--- src/rtl/clre_pkg.sv ---
// package for the character lcd refresh engine
// widths, function codes, register indexes and divider constants
// no dependencies
package clre_pkg;

    // payload widths
    localparam int FUNC_W    = 3;
    localparam int ROW_W     = 3;
    localparam int COL_W     = 4;
    localparam int BYTE_W    = 8;
    localparam int NUM_W     = 16;
    localparam int CFG_IDX_W = 2;

    // default buffer geometry
    localparam int ROWS_DEF    = 8;
    localparam int COLUMNS_DEF = 16;

    // buffer split into column banks so four digits land in four banks
    localparam int BANK_W = 2;
    localparam int BANKS  = 1 << BANK_W;
    localparam int DIGITS = 4;

    localparam int DISP_LAST_COL = 15;
    localparam int ASCII_ZERO    = 48;
    localparam int DEC_BASE      = 10;

    // reciprocal multipliers, exact for any 16-bit dividend
    localparam int RECIP_W       = 17;
    localparam int PROD_W        = NUM_W + RECIP_W;
    localparam int RECIP_10      = 52429;
    localparam int SHIFT_10      = 19;
    localparam int RECIP_100     = 83887;
    localparam int SHIFT_100     = 23;
    localparam int RECIP_1000    = 67109;
    localparam int SHIFT_1000    = 26;
    localparam int RECIP_10000   = 107375;
    localparam int SHIFT_10000   = 30;

    // quotient widths: 65535 / 10, / 100, / 1000, / 10000
    localparam int Q10_W    = 13;
    localparam int Q100_W   = 10;
    localparam int Q1000_W  = 7;
    localparam int Q10000_W = 3;

    typedef enum logic [FUNC_W-1:0] {
        FN_TICK   = 3'd0,
        FN_CHAR   = 3'd1,
        FN_UP     = 3'd2,
        FN_DOWN   = 3'd3,
        FN_NUMBER = 3'd4
    } func_t;

    localparam logic [CFG_IDX_W-1:0] CFG_LINE_ONE = 2'd0;
    localparam logic [CFG_IDX_W-1:0] CFG_LINE_TWO = 2'd1;

    localparam logic [BYTE_W-1:0] LINE_ONE_RESET = 8'd128;
    localparam logic [BYTE_W-1:0] LINE_TWO_RESET = 8'd192;

    // ascii bytes of a four-digit number, index 0 is the thousands digit
    typedef logic [DIGITS-1:0][BYTE_W-1:0] digits_t;

endpackage

--- src/rtl/clre_ram.sv ---
// generic single-write, single-read ram with registered read data
// no package dependencies
module clre_ram #(
    parameter int WIDTH = 8,
    parameter int DEPTH = 32
) (
    input  logic                     clk,
    input  logic                     we,
    input  logic [$clog2(DEPTH)-1:0] waddr,
    input  logic [WIDTH-1:0]         wdata,
    input  logic                     re,
    input  logic [$clog2(DEPTH)-1:0] raddr,
    output logic [WIDTH-1:0]         rdata
);

    logic [WIDTH-1:0] mem [DEPTH];

    always_ff @(posedge clk)
    begin
        if (we)
        begin
            mem[waddr] <= wdata;
        end
        if (re)
        begin
            rdata <= mem[raddr];
        end
    end

endmodule

--- src/rtl/clre_digits.sv ---
// decimal split of a 16-bit number into four ascii digits
// one register stage of reciprocal quotients; depends on clre_pkg
module clre_digits (
    input  logic                         clk,
    input  logic                         en,
    input  logic [clre_pkg::NUM_W-1:0]   number,
    output clre_pkg::digits_t            digits
);

    import clre_pkg::*;

    logic [PROD_W-1:0]   p10;
    logic [PROD_W-1:0]   p100;
    logic [PROD_W-1:0]   p1000;
    logic [PROD_W-1:0]   p10000;
    logic [NUM_W-1:0]    num_reg;
    logic [Q10_W-1:0]    q10_reg;
    logic [Q100_W-1:0]   q100_reg;
    logic [Q1000_W-1:0]  q1000_reg;
    logic [Q10000_W-1:0] q10000_reg;
    logic [NUM_W-1:0]    rem_units;
    logic [NUM_W-1:0]    rem_tens;
    logic [NUM_W-1:0]    rem_hundreds;
    logic [NUM_W-1:0]    rem_thousands;

    // four independent constant multiplies
    always_comb
    begin
        p10    = PROD_W'(number) * PROD_W'(RECIP_10);
        p100   = PROD_W'(number) * PROD_W'(RECIP_100);
        p1000  = PROD_W'(number) * PROD_W'(RECIP_1000);
        p10000 = PROD_W'(number) * PROD_W'(RECIP_10000);
    end

    always_ff @(posedge clk)
    begin
        if (en)
        begin
            num_reg    <= number;
            q10_reg    <= Q10_W'(p10 >> SHIFT_10);
            q100_reg   <= Q100_W'(p100 >> SHIFT_100);
            q1000_reg  <= Q1000_W'(p1000 >> SHIFT_1000);
            q10000_reg <= Q10000_W'(p10000 >> SHIFT_10000);
        end
    end

    // each digit is a quotient less ten times the next coarser one
    always_comb
    begin
        rem_units     = num_reg - NUM_W'(q10_reg) * NUM_W'(DEC_BASE);
        rem_tens      = NUM_W'(q10_reg) - NUM_W'(q100_reg) * NUM_W'(DEC_BASE);
        rem_hundreds  = NUM_W'(q100_reg) - NUM_W'(q1000_reg) * NUM_W'(DEC_BASE);
        rem_thousands = NUM_W'(q1000_reg) - NUM_W'(q10000_reg) * NUM_W'(DEC_BASE);
        digits[0] = BYTE_W'(ASCII_ZERO) + BYTE_W'(rem_thousands[3:0]);
        digits[1] = BYTE_W'(ASCII_ZERO) + BYTE_W'(rem_hundreds[3:0]);
        digits[2] = BYTE_W'(ASCII_ZERO) + BYTE_W'(rem_tens[3:0]);
        digits[3] = BYTE_W'(ASCII_ZERO) + BYTE_W'(rem_units[3:0]);
    end

endmodule

--- src/rtl/char_lcd_refresh_engine.sv ---
// top level of the character lcd refresh engine
// buffer banks, refresh sequencer, scroll pointer and output stage
// depends on clre_pkg, clre_ram and clre_digits
//
// usage
//  input channel (in_valid / in_stall) carries one item per transaction:
//  a refresh tick, a character write, a number write or a scroll move
//  only a refresh tick gives an output transaction (is_data, bus_byte),
//  one lcd bus write: a line select command or one data byte
//  configuration channel (cfg_valid / cfg_ready, always ready) sets the
//  two line select command bytes; write it only while the block is idle
//  throughput: one item per clock, set by the single access per item to
//  the four column banks of the buffer
//  latency: a tick's result is shown three cycles after its accepting edge
//  (input register, digit / address stage, bank read, output register)
//  reset: the buffer is cleared by a pass of ROWS * ceil(COLUMNS / 4)
//  cycles (32 at the default size) while in_stall is held high; the
//  configuration channel is served during the pass
//  when the receiver stalls, the whole pipeline holds and in_stall rises
//  in the same cycle; the pending result stays on the port unchanged
module char_lcd_refresh_engine #(
    parameter int ROWS    = clre_pkg::ROWS_DEF,
    parameter int COLUMNS = clre_pkg::COLUMNS_DEF
) (
    input  logic                             clk,
    input  logic                             rst_n,
    input  logic                             in_valid,
    output logic                             in_stall,
    input  logic [clre_pkg::FUNC_W-1:0]      func,
    input  logic [clre_pkg::ROW_W-1:0]       row,
    input  logic [clre_pkg::COL_W-1:0]       col,
    input  logic [clre_pkg::BYTE_W-1:0]      char_code,
    input  logic [clre_pkg::NUM_W-1:0]       number,
    output logic                             out_valid,
    input  logic                             out_stall,
    output logic                             is_data,
    output logic [clre_pkg::BYTE_W-1:0]      bus_byte,
    input  logic                             cfg_valid,
    output logic                             cfg_ready,
    input  logic [clre_pkg::CFG_IDX_W-1:0]   cfg_index,
    input  logic [clre_pkg::BYTE_W-1:0]      cfg_data
);

    import clre_pkg::*;

    // words per buffer row in each bank, and bank geometry
    localparam int WPR   = (COLUMNS + BANKS - 1) / BANKS;
    localparam int DEPTH = ROWS * WPR;
    localparam int AW    = $clog2(DEPTH);
    localparam int RW    = $clog2(ROWS);

    typedef enum logic [1:0] {
        PH_SEL1,
        PH_WR1,
        PH_SEL2,
        PH_WR2
    } phase_t;

    // pipeline control
    logic                adv;
    logic                accept;
    logic                clearing_reg;
    logic [AW-1:0]       clr_addr_reg;

    // input register stage
    logic                a_valid_reg;
    logic [FUNC_W-1:0]   a_func_reg;
    logic [ROW_W-1:0]    a_row_reg;
    logic [COL_W-1:0]    a_col_reg;
    logic [BYTE_W-1:0]   a_char_reg;
    logic [NUM_W-1:0]    a_number_reg;

    // digit / address stage
    logic                b_valid_reg;
    logic [FUNC_W-1:0]   b_func_reg;
    logic [ROW_W-1:0]    b_row_reg;
    logic [COL_W-1:0]    b_col_reg;
    logic [BYTE_W-1:0]   b_char_reg;
    digits_t             digits;
    logic                b_row_ok;

    // configuration registers
    logic [BYTE_W-1:0]   line_one_reg;
    logic [BYTE_W-1:0]   line_two_reg;

    // refresh sequencer and scroll pointer
    phase_t              phase_reg;
    phase_t              phase_next;
    logic [COL_W-1:0]    col_cnt_reg;
    logic [COL_W-1:0]    col_cnt_next;
    logic [RW-1:0]       scroll_reg;
    logic [RW-1:0]       scroll_next;

    logic                fire;
    logic                tick_fire;
    logic                is_cmd;
    logic [RW-1:0]       rd_row;
    logic                rd_col_ok;
    logic                rd_en;
    logic [AW-1:0]       rd_addr;

    // bank read stage and output register
    logic                r_valid_reg;
    logic                r_is_data_reg;
    logic                r_zero_reg;
    logic [BYTE_W-1:0]   r_cmd_reg;
    logic [BANK_W-1:0]   r_bank_reg;
    logic [BYTE_W-1:0]   bank_rdata [BANKS];
    logic [BYTE_W-1:0]   out_byte;
    logic                out_valid_reg;
    logic                is_data_reg;
    logic [BYTE_W-1:0]   bus_byte_reg;

    // whole pipeline moves unless a shown result is being held
    assign adv       = !out_valid_reg || !out_stall;
    assign in_stall  = clearing_reg || !adv;
    assign accept    = in_valid && !in_stall;
    assign cfg_ready = 1'b1;

    assign out_valid = out_valid_reg;
    assign is_data   = is_data_reg;
    assign bus_byte  = bus_byte_reg;

    // configuration writes
    always_ff @(posedge clk or negedge rst_n)
    begin
        if (!rst_n)
        begin
            line_one_reg <= LINE_ONE_RESET;
            line_two_reg <= LINE_TWO_RESET;
        end
        else if (cfg_valid && cfg_ready)
        begin
            unique case (cfg_index)
                CFG_LINE_ONE: line_one_reg <= cfg_data;
                CFG_LINE_TWO: line_two_reg <= cfg_data;
                default:      ;
            endcase
        end
    end

    // input register payload
    always_ff @(posedge clk)
    begin
        if (adv)
        begin
            a_func_reg   <= func;
            a_row_reg    <= row;
            a_col_reg    <= col;
            a_char_reg   <= char_code;
            a_number_reg <= number;
            b_func_reg   <= a_func_reg;
            b_row_reg    <= a_row_reg;
            b_col_reg    <= a_col_reg;
            b_char_reg   <= a_char_reg;
        end
    end

    // digit quotients are registered alongside the b stage
    clre_digits u_digits (
        .clk    (clk),
        .en     (adv),
        .number (a_number_reg),
        .digits (digits)
    );

    assign fire      = adv && b_valid_reg;
    assign tick_fire = fire && (b_func_reg == FN_TICK);
    assign is_cmd    = (phase_reg == PH_SEL1) || (phase_reg == PH_SEL2);
    assign b_row_ok  = int'(b_row_reg) < ROWS;

    // refresh read: row 0 on line one, row after the scroll pointer on line two
    always_comb
    begin
        rd_row    = (phase_reg == PH_WR1) ? '0 : scroll_reg + RW'(1);
        rd_col_ok = int'(col_cnt_reg) < COLUMNS;
        rd_en     = tick_fire && !is_cmd && rd_col_ok;
        rd_addr   = AW'(int'(rd_row) * WPR + int'(col_cnt_reg >> BANK_W));
    end

    // sequencer and scroll next state
    always_comb
    begin
        phase_next   = phase_reg;
        col_cnt_next = col_cnt_reg;
        scroll_next  = scroll_reg;
        if (fire)
        begin
            case (b_func_reg)
                FN_TICK:
                begin
                    unique case (phase_reg) inside
                        PH_SEL1: phase_next = PH_WR1;
                        PH_SEL2: phase_next = PH_WR2;
                        PH_WR1, PH_WR2:
                        begin
                            if (col_cnt_reg >= COL_W'(DISP_LAST_COL))
                            begin
                                col_cnt_next = '0;
                                phase_next   = (phase_reg == PH_WR1) ? PH_SEL2 : PH_SEL1;
                            end
                            else
                            begin
                                col_cnt_next = col_cnt_reg + COL_W'(1);
                            end
                        end
                        default: phase_next = PH_SEL1;
                    endcase
                end
                FN_UP:
                begin
                    // wraps from the top row to the last scroll position
                    if (scroll_reg == '0)
                    begin
                        scroll_next = RW'(ROWS - 2);
                    end
                    else
                    begin
                        scroll_next = scroll_reg - RW'(1);
                    end
                end
                FN_DOWN:
                begin
                    if (int'(scroll_reg) < ROWS - 2)
                    begin
                        scroll_next = scroll_reg + RW'(1);
                    end
                    else
                    begin
                        scroll_next = '0;
                    end
                end
                default: ;
            endcase
        end
    end

    // state, valid bits and the clearing pass
    always_ff @(posedge clk or negedge rst_n)
    begin
        if (!rst_n)
        begin
            phase_reg     <= PH_SEL1;
            col_cnt_reg   <= '0;
            scroll_reg    <= '0;
            clearing_reg  <= 1'b1;
            clr_addr_reg  <= '0;
            a_valid_reg   <= 1'b0;
            b_valid_reg   <= 1'b0;
            r_valid_reg   <= 1'b0;
            out_valid_reg <= 1'b0;
        end
        else
        begin
            phase_reg   <= phase_next;
            col_cnt_reg <= col_cnt_next;
            scroll_reg  <= scroll_next;
            if (clearing_reg)
            begin
                clr_addr_reg <= clr_addr_reg + AW'(1);
                if (clr_addr_reg == AW'(DEPTH - 1))
                begin
                    clearing_reg <= 1'b0;
                end
            end
            if (adv)
            begin
                a_valid_reg   <= accept;
                b_valid_reg   <= a_valid_reg;
                r_valid_reg   <= tick_fire;
                out_valid_reg <= r_valid_reg;
            end
        end
    end

    // column banks: bank b holds columns whose low two bits equal b, so the
    // four digits of a number each go to a bank of their own
    for (genvar b = 0; b < BANKS; b++)
    begin : g_bank
        logic [BANK_W-1:0] k;
        logic [COL_W:0]    wcol;
        logic              wcol_ok;
        logic              we;
        logic [AW-1:0]     waddr;
        logic [BYTE_W-1:0] wdata;
        logic              ram_we;
        logic [AW-1:0]     ram_waddr;
        logic [BYTE_W-1:0] ram_wdata;

        always_comb
        begin
            // offset from the start column that lands in this bank
            k       = BANK_W'(b) - b_col_reg[BANK_W-1:0];
            wcol    = (COL_W + 1)'(b_col_reg) + (COL_W + 1)'(k);
            // writes past the display or the buffer width are dropped
            wcol_ok = (wcol <= (COL_W + 1)'(DISP_LAST_COL)) && (int'(wcol) < COLUMNS)
                      && b_row_ok;
            case (b_func_reg)
                FN_CHAR:   we = fire && (k == '0) && wcol_ok;
                FN_NUMBER: we = fire && wcol_ok;
                default:   we = 1'b0;
            endcase
            wdata     = (b_func_reg == FN_CHAR) ? b_char_reg : digits[k];
            waddr     = AW'(int'(b_row_reg) * WPR + int'(wcol >> BANK_W));
            ram_we    = clearing_reg || we;
            ram_waddr = clearing_reg ? clr_addr_reg : waddr;
            ram_wdata = clearing_reg ? '0 : wdata;
        end

        clre_ram #(
            .WIDTH (BYTE_W),
            .DEPTH (DEPTH)
        ) u_ram (
            .clk   (clk),
            .we    (ram_we),
            .waddr (ram_waddr),
            .wdata (ram_wdata),
            .re    (rd_en),
            .raddr (rd_addr),
            .rdata (bank_rdata[b])
        );
    end

    // bank read stage and output register payload
    assign out_byte = !r_is_data_reg ? r_cmd_reg
                    : (r_zero_reg ? '0 : bank_rdata[r_bank_reg]);

    always_ff @(posedge clk)
    begin
        if (adv)
        begin
            r_is_data_reg <= !is_cmd;
            r_zero_reg    <= !rd_col_ok;
            r_cmd_reg     <= (phase_reg == PH_SEL2) ? line_two_reg : line_one_reg;
            r_bank_reg    <= col_cnt_reg[BANK_W-1:0];
            is_data_reg   <= r_is_data_reg;
            bus_byte_reg  <= out_byte;
        end
    end

    // no item may enter during the clearing pass
    assert property (@(posedge clk) disable iff (!rst_n)
        clearing_reg |-> in_stall)
        else $error("item accepted during buffer clear");

    // scroll pointer stays within its wrap range
    assert property (@(posedge clk) disable iff (!rst_n)
        int'(scroll_reg) <= ROWS - 2)
        else $error("scroll pointer out of range");

    // column counter rests at zero in the line select phases
    assert property (@(posedge clk) disable iff (!rst_n)
        (phase_reg == PH_SEL1 || phase_reg == PH_SEL2) |-> (col_cnt_reg == '0))
        else $error("column counter not zero in select phase");

    // a tick in a select phase becomes a command result in the next stage
    assert property (@(posedge clk) disable iff (!rst_n)
        (tick_fire && is_cmd) |=> (r_valid_reg && !r_is_data_reg))
        else $error("select tick lost or flagged as data");

endmodule

--- config.mk ---
export PLATFORM = sky130hd
export DESIGN_NAME = char_lcd_refresh_engine
export DESIGN_NICKNAME = d
export VERILOG_FILES = /design/src/rtl/clre_pkg.sv /design/src/rtl/clre_ram.sv /design/src/rtl/clre_digits.sv /design/src/rtl/char_lcd_refresh_engine.sv
export SDC_FILE = /design/constraint.sdc
export NUM_CORES = 2
export LEC_CHECK = 0
export BUFFER_PORTS_ARGS = -buffer_cell sky130_fd_sc_hd__buf_2
export CAP_MARGIN = 20
export CORE_AREA = 2 2 394 396
export CTS_BUF_LIST = sky130_fd_sc_hd__clkbuf_4
export CTS_CLUSTER_SIZE = 12
export DETAILED_ROUTE_END_ITERATION = 12
export DIE_AREA = 0 0 396 398
export PLACE_DENSITY = 0.65
export SLEW_MARGIN = 30
export SYNTH_ARGS = -nofsm -noshare
export SYNTH_HDL_FRONTEND = slang
export SYNTH_SLANG_ARGS = --single-unit
--- constraint.sdc ---
create_clock -name clk -period 14.4 [get_ports clk]
set_clock_uncertainty 0.1 [all_clocks]
set_input_delay 4.32 -clock clk [delete_from_list [all_inputs] [get_ports clk]]
set_output_delay 4.32 -clock clk [all_outputs]
set_load 0.02 [all_outputs]
Word level (Yosys, flattened, before mapping)
Memories as Yosys holds them, arrays and structs flattened. A register that Yosys moved wholly into a read port is not among the register bits.
Index checks and enable logic that the tools add are counted.
{"block": "word_totals", "reg_bits": 144, "mem_bits_rw": 1024, "memories": 4}
{"block": "op_classes", "n_addsub": 25, "n_mul": 8, "n_lt_le_gt_ge": 15, "n_eq_ne": 10, "n_mux": 47, "bitwise_logic": 1, "reduce_logical": 47}
{"name": "g_bank[0].u_ram.mem", "depth": 32, "width": 8, "read_ports": 1, "rd_clocked_by_memory_dff": 1, "wr": 1, "line": "clre_ram.sv:16", "source": "logic [WIDTH-1:0] mem [DEPTH];"}
{"name": "g_bank[1].u_ram.mem", "depth": 32, "width": 8, "read_ports": 1, "rd_clocked_by_memory_dff": 1, "wr": 1, "line": "clre_ram.sv:16"}
{"name": "g_bank[2].u_ram.mem", "depth": 32, "width": 8, "read_ports": 1, "rd_clocked_by_memory_dff": 1, "wr": 1, "line": "clre_ram.sv:16"}
{"name": "g_bank[3].u_ram.mem", "depth": 32, "width": 8, "read_ports": 1, "rd_clocked_by_memory_dff": 1, "wr": 1, "line": "clre_ram.sv:16"}
{"op": "$mux 8", "n": 16}
{"op": "$mul 16x17->33 const B", "n": 3}
{"op": "$bmux 8 s2", "n": 5}
{"op": "$mul 16x16->32 const B", "n": 1}
{"op": "$add 6x4->7 const A", "n": 4}
{"op": "$add 4x2->5", "n": 4}
{"op": "$add 5x3->5", "n": 4}
{"op": "$le 5x4->1 const B", "n": 4}
{"op": "$logic_and 1x1->1", "n": 20}
{"op": "$lt 5x5->1 const B", "n": 4}
{"op": "$mux 5", "n": 4}
{"op": "$sub 4x4->4", "n": 4}
{"op": "$mul 13x3->3 const B", "n": 1}
{"op": "$logic_not 2->1", "n": 6}
{"op": "$lt 2x3->1 const B", "n": 4}
{"op": "$mul 10x3->3 const B", "n": 1}
{"op": "$mux 1", "n": 10}
{"op": "$mux 3", "n": 3}
{"op": "$pmux 1 s2", "n": 4}
{"op": "$logic_or 1x1->1", "n": 7}
{"op": "$mul 7x3->3 const B", "n": 1}
{"op": "$eq 3x2->1 const B", "n": 2}
{"op": "$logic_not 3->1", "n": 2}
{"op": "$pmux 2 s3", "n": 1}
{"op": "other kinds (26)", "n": 38}

Depth between registers and ports, before layout
{"block": "depth", "depth_word": 9, "ltp_mapped": 19, "mapped_depth_nobuf": 19}

Hierarchy
From an unflattened synthesis, not the netlist that was laid out.
{"block": "hier_totals", "cells_unflattened": 3534, "hier_area_um2": 61117.4}
{"module": "clre_ram", "instances": 4, "cells_per_inst": 417, "area_per_inst_um2": 10133.5, "seq_area_each_um2": 7927.6}
{"module": "clre_digits", "instances": 1, "cells_per_inst": 1412, "area_per_inst_um2": 14741.6, "seq_area_each_um2": 570.5}
{"module": "char_lcd_refresh_engine", "instances": 1, "cells_per_inst": 454, "area_per_inst_um2": 5841.9, "seq_area_each_um2": 3042.9}

Least setup slack after synthesis
No wires, ideal clock.
{"block": "synth_path", "path_type": "input-to-output", "from": "input out_stall", "to": "output in_stall", "arrival_time_ns": 6.864, "path_slack_ns": 3.116, "path_stages": 2, "path_cell_list": "nand2_1 -> nand2_1"}
{"block": "synth_via", "elab_chain_cells": 4}
{"item": "from (decl)", "line": "char_lcd_refresh_engine.sv:35", "source": "input logic out_stall,"}
{"item": "$logic_not 1->1", "line": "char_lcd_refresh_engine.sv:115", "source": "assign adv = !out_valid_reg || !out_stall;"}
{"item": "$logic_or 1x1->1", "line": "char_lcd_refresh_engine.sv:115"}
{"item": "$logic_not 1->1", "line": "char_lcd_refresh_engine.sv:116", "source": "assign in_stall = clearing_reg || !adv;"}
{"item": "$logic_or 1x1->1", "line": "char_lcd_refresh_engine.sv:116"}
{"item": "to (decl)", "line": "char_lcd_refresh_engine.sv:28", "source": "output logic in_stall,"}
No other way between the ends.

Worst setup path in the final report
Ends and elaborated chain as after synthesis.

==> results.txt <==
----------------------------------------------------
[Critical path]
  CP dominant cell by count ... sky130_fd_sc_hd__buf_2
  Reg-to-reg startpoint ... a_number_reg[6]
  Cell class contributing the biggest share of worst-path delay ... simple AND/OR/NAND/NOR gates
  Type of origin of the critical path ... input port
  Cell type of the slowest stage on the worst timing path ... sky130_fd_sc_hd__nand2_4
  Top fanout value on the critical path ... 51
  Class of the most critical setup path ... input port to primary output
  Endpoint kind of the worst setup timing path ... primary output
  Buffers plus inverters on the worst setup path ... 2
  Arrival time of the worst setup path ... 5.31 ns
  Required time reported for the critical path endpoint ... 9.98 ns
  Highest cell delay on the worst timing path ... 0.53 ns
  R2R Path End ... u_digits.q10000_reg[2]
  Number of cell instances on the worst register-to-register path ... 18
  Reg-to-reg setup timing slack ... 7.75 ns
  Cell-by-cell listing of the critical path ... buf_2 -> nand2_4 -> nand2_1 -> buf_2

[Route]
  WL per Instance ... 21.9 um
  Number of nets still failing antenna checks after routing ... 0
  Number of DRC violations after detailed routing ... 0
  Drt total wl ... between 100 and 150 mm
  Count of TritonRoute iterations in the first routing pass ... 7
  Total vias in the final route ... 34000
  Number of vias per cell ... approximately 5.2
  Starting DRT DRC Count ... between 2000 and 3000

[Pwr]
  Overall power consumption ... 0.0146 W
  Pwr/cell area ... 216 mW/mm^2
  Leakage Power ... 25.4 nW
  Worst supply voltage drop on vdd ... around 0.00029 V

[STA]
  Post-route minimum period ... 9.73 ns
  Final clock period utilization by the worst path ... 0.675
  Count of final hold-check violations ... 0
  Max Transition Viols Final ... 0
  Unrepaired setup endpoints after global routing ... no
  Slew HR ... 0.358
  Max Clock Freq ... 103 MHz
  # setup viols final ... 0
  Fin Setup TNS ... 0 ns
  Slew of the pin with the lowest slew margin ... 0.954 ns

[GRT]
  Remaining global-route overflow ... 0
  Antenna violations before repair ... 8
  Largest net degree at the start of global routing ... between 100 and 150
  Global-route wire length before repair ... 216 mm
  Overall fraction of global-route tracks in use ... 0.183
  Vias in the first global route ... 35400

[Layout]
  Fillers ... around 14000
  Max FFs per register ... 1024
  Final Cell Area ... between 0.06 and 0.07 sq mm
  Growth of design area from synthesis to finish ... 11.0%
  Count of nets after finishing ... 5023
  Number of cells in the finished layout apart from fillers ... 6519
  Layout cells sized above 1 ... 0.208

[Worst hold path]
  Hold Startpoint ... a_char_reg[0]
  Sink of the worst hold path ... b_char_reg[0]
  Path type of the worst min-delay path ... register to register
  Count of cells along the worst hold path ... 0

[Clock network]
  Insertion delay to the later sink of the worst-skew pair ... 1.21 ns
  Clock slew at reported path FFs ... 0.06 ns
  Max clock buf depth ... 4
  Number of buffers created by CTS ... 305
  Clock Tree Root ... sky130_fd_sc_hd__clkbuf_4
  Number of levels in the clock H-tree ... 5
  Total number of clock tree sinks ... between 1000 and 1500
  Hold_buf cts ... 0
  CTS tree ... done
  Total setup buffers inserted after CTS ... 0
  Post-cts resize count ... 0

[Yosys]
  Synthesized area per cell ... 15.4 sq um
  Syn Std Cell Area ... 0.0611 sq mm
  Synth unique cells ... 67
  Number of synthesized register bits ... between 1000 and 1500
  Share of synthesized area occupied by flip-flops and latches ... 0.578
  Main synth FF type ... sky130_fd_sc_hd__edfxtp_1
  Number of instances in the synthesized netlist ... ~4000
  Number of warnings reported in the yosys synthesis log ... 0
  Proportion of synthesized flip-flops having asynchronous set or reset ... 0.0296
  Number of nets in the synthesized netlist ... 4724
  Count of flip-flops with a built-in enable after synthesis ... 1147

[Place]
  Port Buffers ... 59
  Post-Place Cells ... 6008
  Routability congestion estimate from global placement ... 0.860
  Half-perimeter wire length of the detailed placement result ... 95.3 mm
  Dpl cell area ... approximately 0.064 sq mm

[Die]
  Starting density of the core ... 0.398
  Core area ... 0.153 sq mm
  Number of top-level pins ... 61
  Die Area ... 0.158 sq mm
  Chip Height ... 398 um
  Die Width ... 396 um
  Rows ... 144

[Flow run]
  Max-Cap Viols ... 0

[Outcome]
  Status ... finished, final reports clean

----------------------------------------------------
-- per-layer routing --
layer,track usage,up-vias,part of all wire
met5,0,-,0
met4,0.0698,0,0.027
met2,0.299,1211,0.49
met3,0.0264,232,0.061
li1,-,15300,-
met1,0.250,17300,0.43
-- synth_stat cells, types with 6 or more instances --
cell | number | area, sq um
sky130_fd_sc_hd__nand4_1 | 14 | 87.6
sky130_fd_sc_hd__inv_1 | 520 | 1950
sky130_fd_sc_hd__nand2_1 | 393 | 1480
sky130_fd_sc_hd__o21a_1 | 8 | 60.1
sky130_fd_sc_hd__nor3_1 | 10 | 50.1
sky130_fd_sc_hd__buf_1 | 15 | 56.3
sky130_fd_sc_hd__mux4_2 | 276 | 6220
sky130_fd_sc_hd__mux2_2 | 39 | 439
sky130_fd_sc_hd__nor2_1 | 181 | 679
sky130_fd_sc_hd__o21ai_0 | 82 | 410
sky130_fd_sc_hd__nand3_1 | 180 | 901
sky130_fd_sc_hd__o31ai_1 | 7 | 52.6
sky130_fd_sc_hd__edfxtp_1 | 1147 | 34400
sky130_fd_sc_hd__a21oi_1 | 53 | 265
sky130_fd_sc_hd__buf_2 | 27 | 135
sky130_fd_sc_hd__xnor2_1 | 50 | 438
sky130_fd_sc_hd__o32ai_1 | 6 | 52.6
sky130_fd_sc_hd__a211oi_1 | 15 | 113
sky130_fd_sc_hd__ha_1 | 401 | 5020
sky130_fd_sc_hd__and3_1 | 12 | 75.1
sky130_fd_sc_hd__nor2b_1 | 6 | 37.5
sky130_fd_sc_hd__a21o_1 | 14 | 105
sky130_fd_sc_hd__xor2_1 | 8 | 70.1
sky130_fd_sc_hd__a31oi_1 | 8 | 50.1
sky130_fd_sc_hd__dfrtp_1 | 31 | 776
sky130_fd_sc_hd__fa_1 | 301 | 6030
sky130_fd_sc_hd__clkbuf_1 | 83 | 312
-- final cells by class --
cell class | count | area (sq um) | area share
Timing Repair Buffer | 118 | 847 | 0.0125
Antenna cell | 5 | 12.5 | 0.000185
Clock buffer | 426 | 3200 | 0.0472
Clock inverter | 79 | 472 | 0.00696
Multi-Input combinational cell | 2144 | 23400 | 0.345
Tap cell | 2044 | 2560 | 0.0377
Sequential cell | 1182 | 35300 | 0.521
Inverter | 521 | 1960 | 0.0289
-- logic make-up (layout without fill, tap and decap cells) --
family | after synthesis | after routing | synth area share
compound gates | 234 | 234 | 0.0243
xor+xnor | 58 | 58 | 0.00832
simple gates | 832 | 832 | 0.0583
flops | 1182 | 1182 | 0.578
buf+inv | 647 | 1144 | 0.0404
other cells | 1 | 6 | 0.0000614
mux | 317 | 317 | 0.109
fa+ha+maj | 702 | 702 | 0.181
-- metrics by stage --
step | utilization | hold WS, ns | setup slack [ns]
3_5_place_dp | 0.418 | 0.305 | 4.65
2_1_floorplan | - | 0.300 | 3.12
4_1_cts | 0.442 | 0.318 | 4.65
6_report | 0.442 | 0.319 | 4.67
3_3_place_gp | 0.417 | 0.303 | 4.69
5_1_grt | 0.442 | 0.324 | 4.59
-- power breakdown --
part	switching, W	total, W	internal (W)	leakage [nW]
clock network	0.00132	0.00278	0.00147	2.19
logic	0.00456	0.00729	0.00274	12.5
registers	0.0000934	0.00455	0.00445	10.7
-- how the worst max path moves through the flow --
| stage | slack [ns] | start | cells past startpoint | endpoint |
|---|---|---|---|---|
| after floorplan | 3.12 | out_stall | 2 | in_stall |
| after global placement | 4.69 | out_stall | 4 | in_stall |
| after detailed placement | 4.65 | out_stall | 4 | in_stall |
| after CTS | 4.65 | out_stall | 4 | in_stall |
| after global routing | 4.59 | out_stall | 4 | in_stall |
| final | 4.67 | out_stall | 4 | in_stall |
-- cell usage in the layout (no fill, tap or decap), drive strengths merged, types with 10 or more instances in the layout --
cell / instances
dfrtp: 31
xnor2: 50
nand4: 14
nand2: 397
nor2: 181
inv: 522
o21ai: 84
mux4: 276
mux2: 39
a21o: 14
clkbuf: 426
clkinv: 72
edfxtp: 1147
nor3: 10
a21oi: 53
fa: 301
a211oi: 15
buf: 118
ha: 401
and3: 12
nand3: 180
Note: power is estimated with default switching activity, not from simulation.
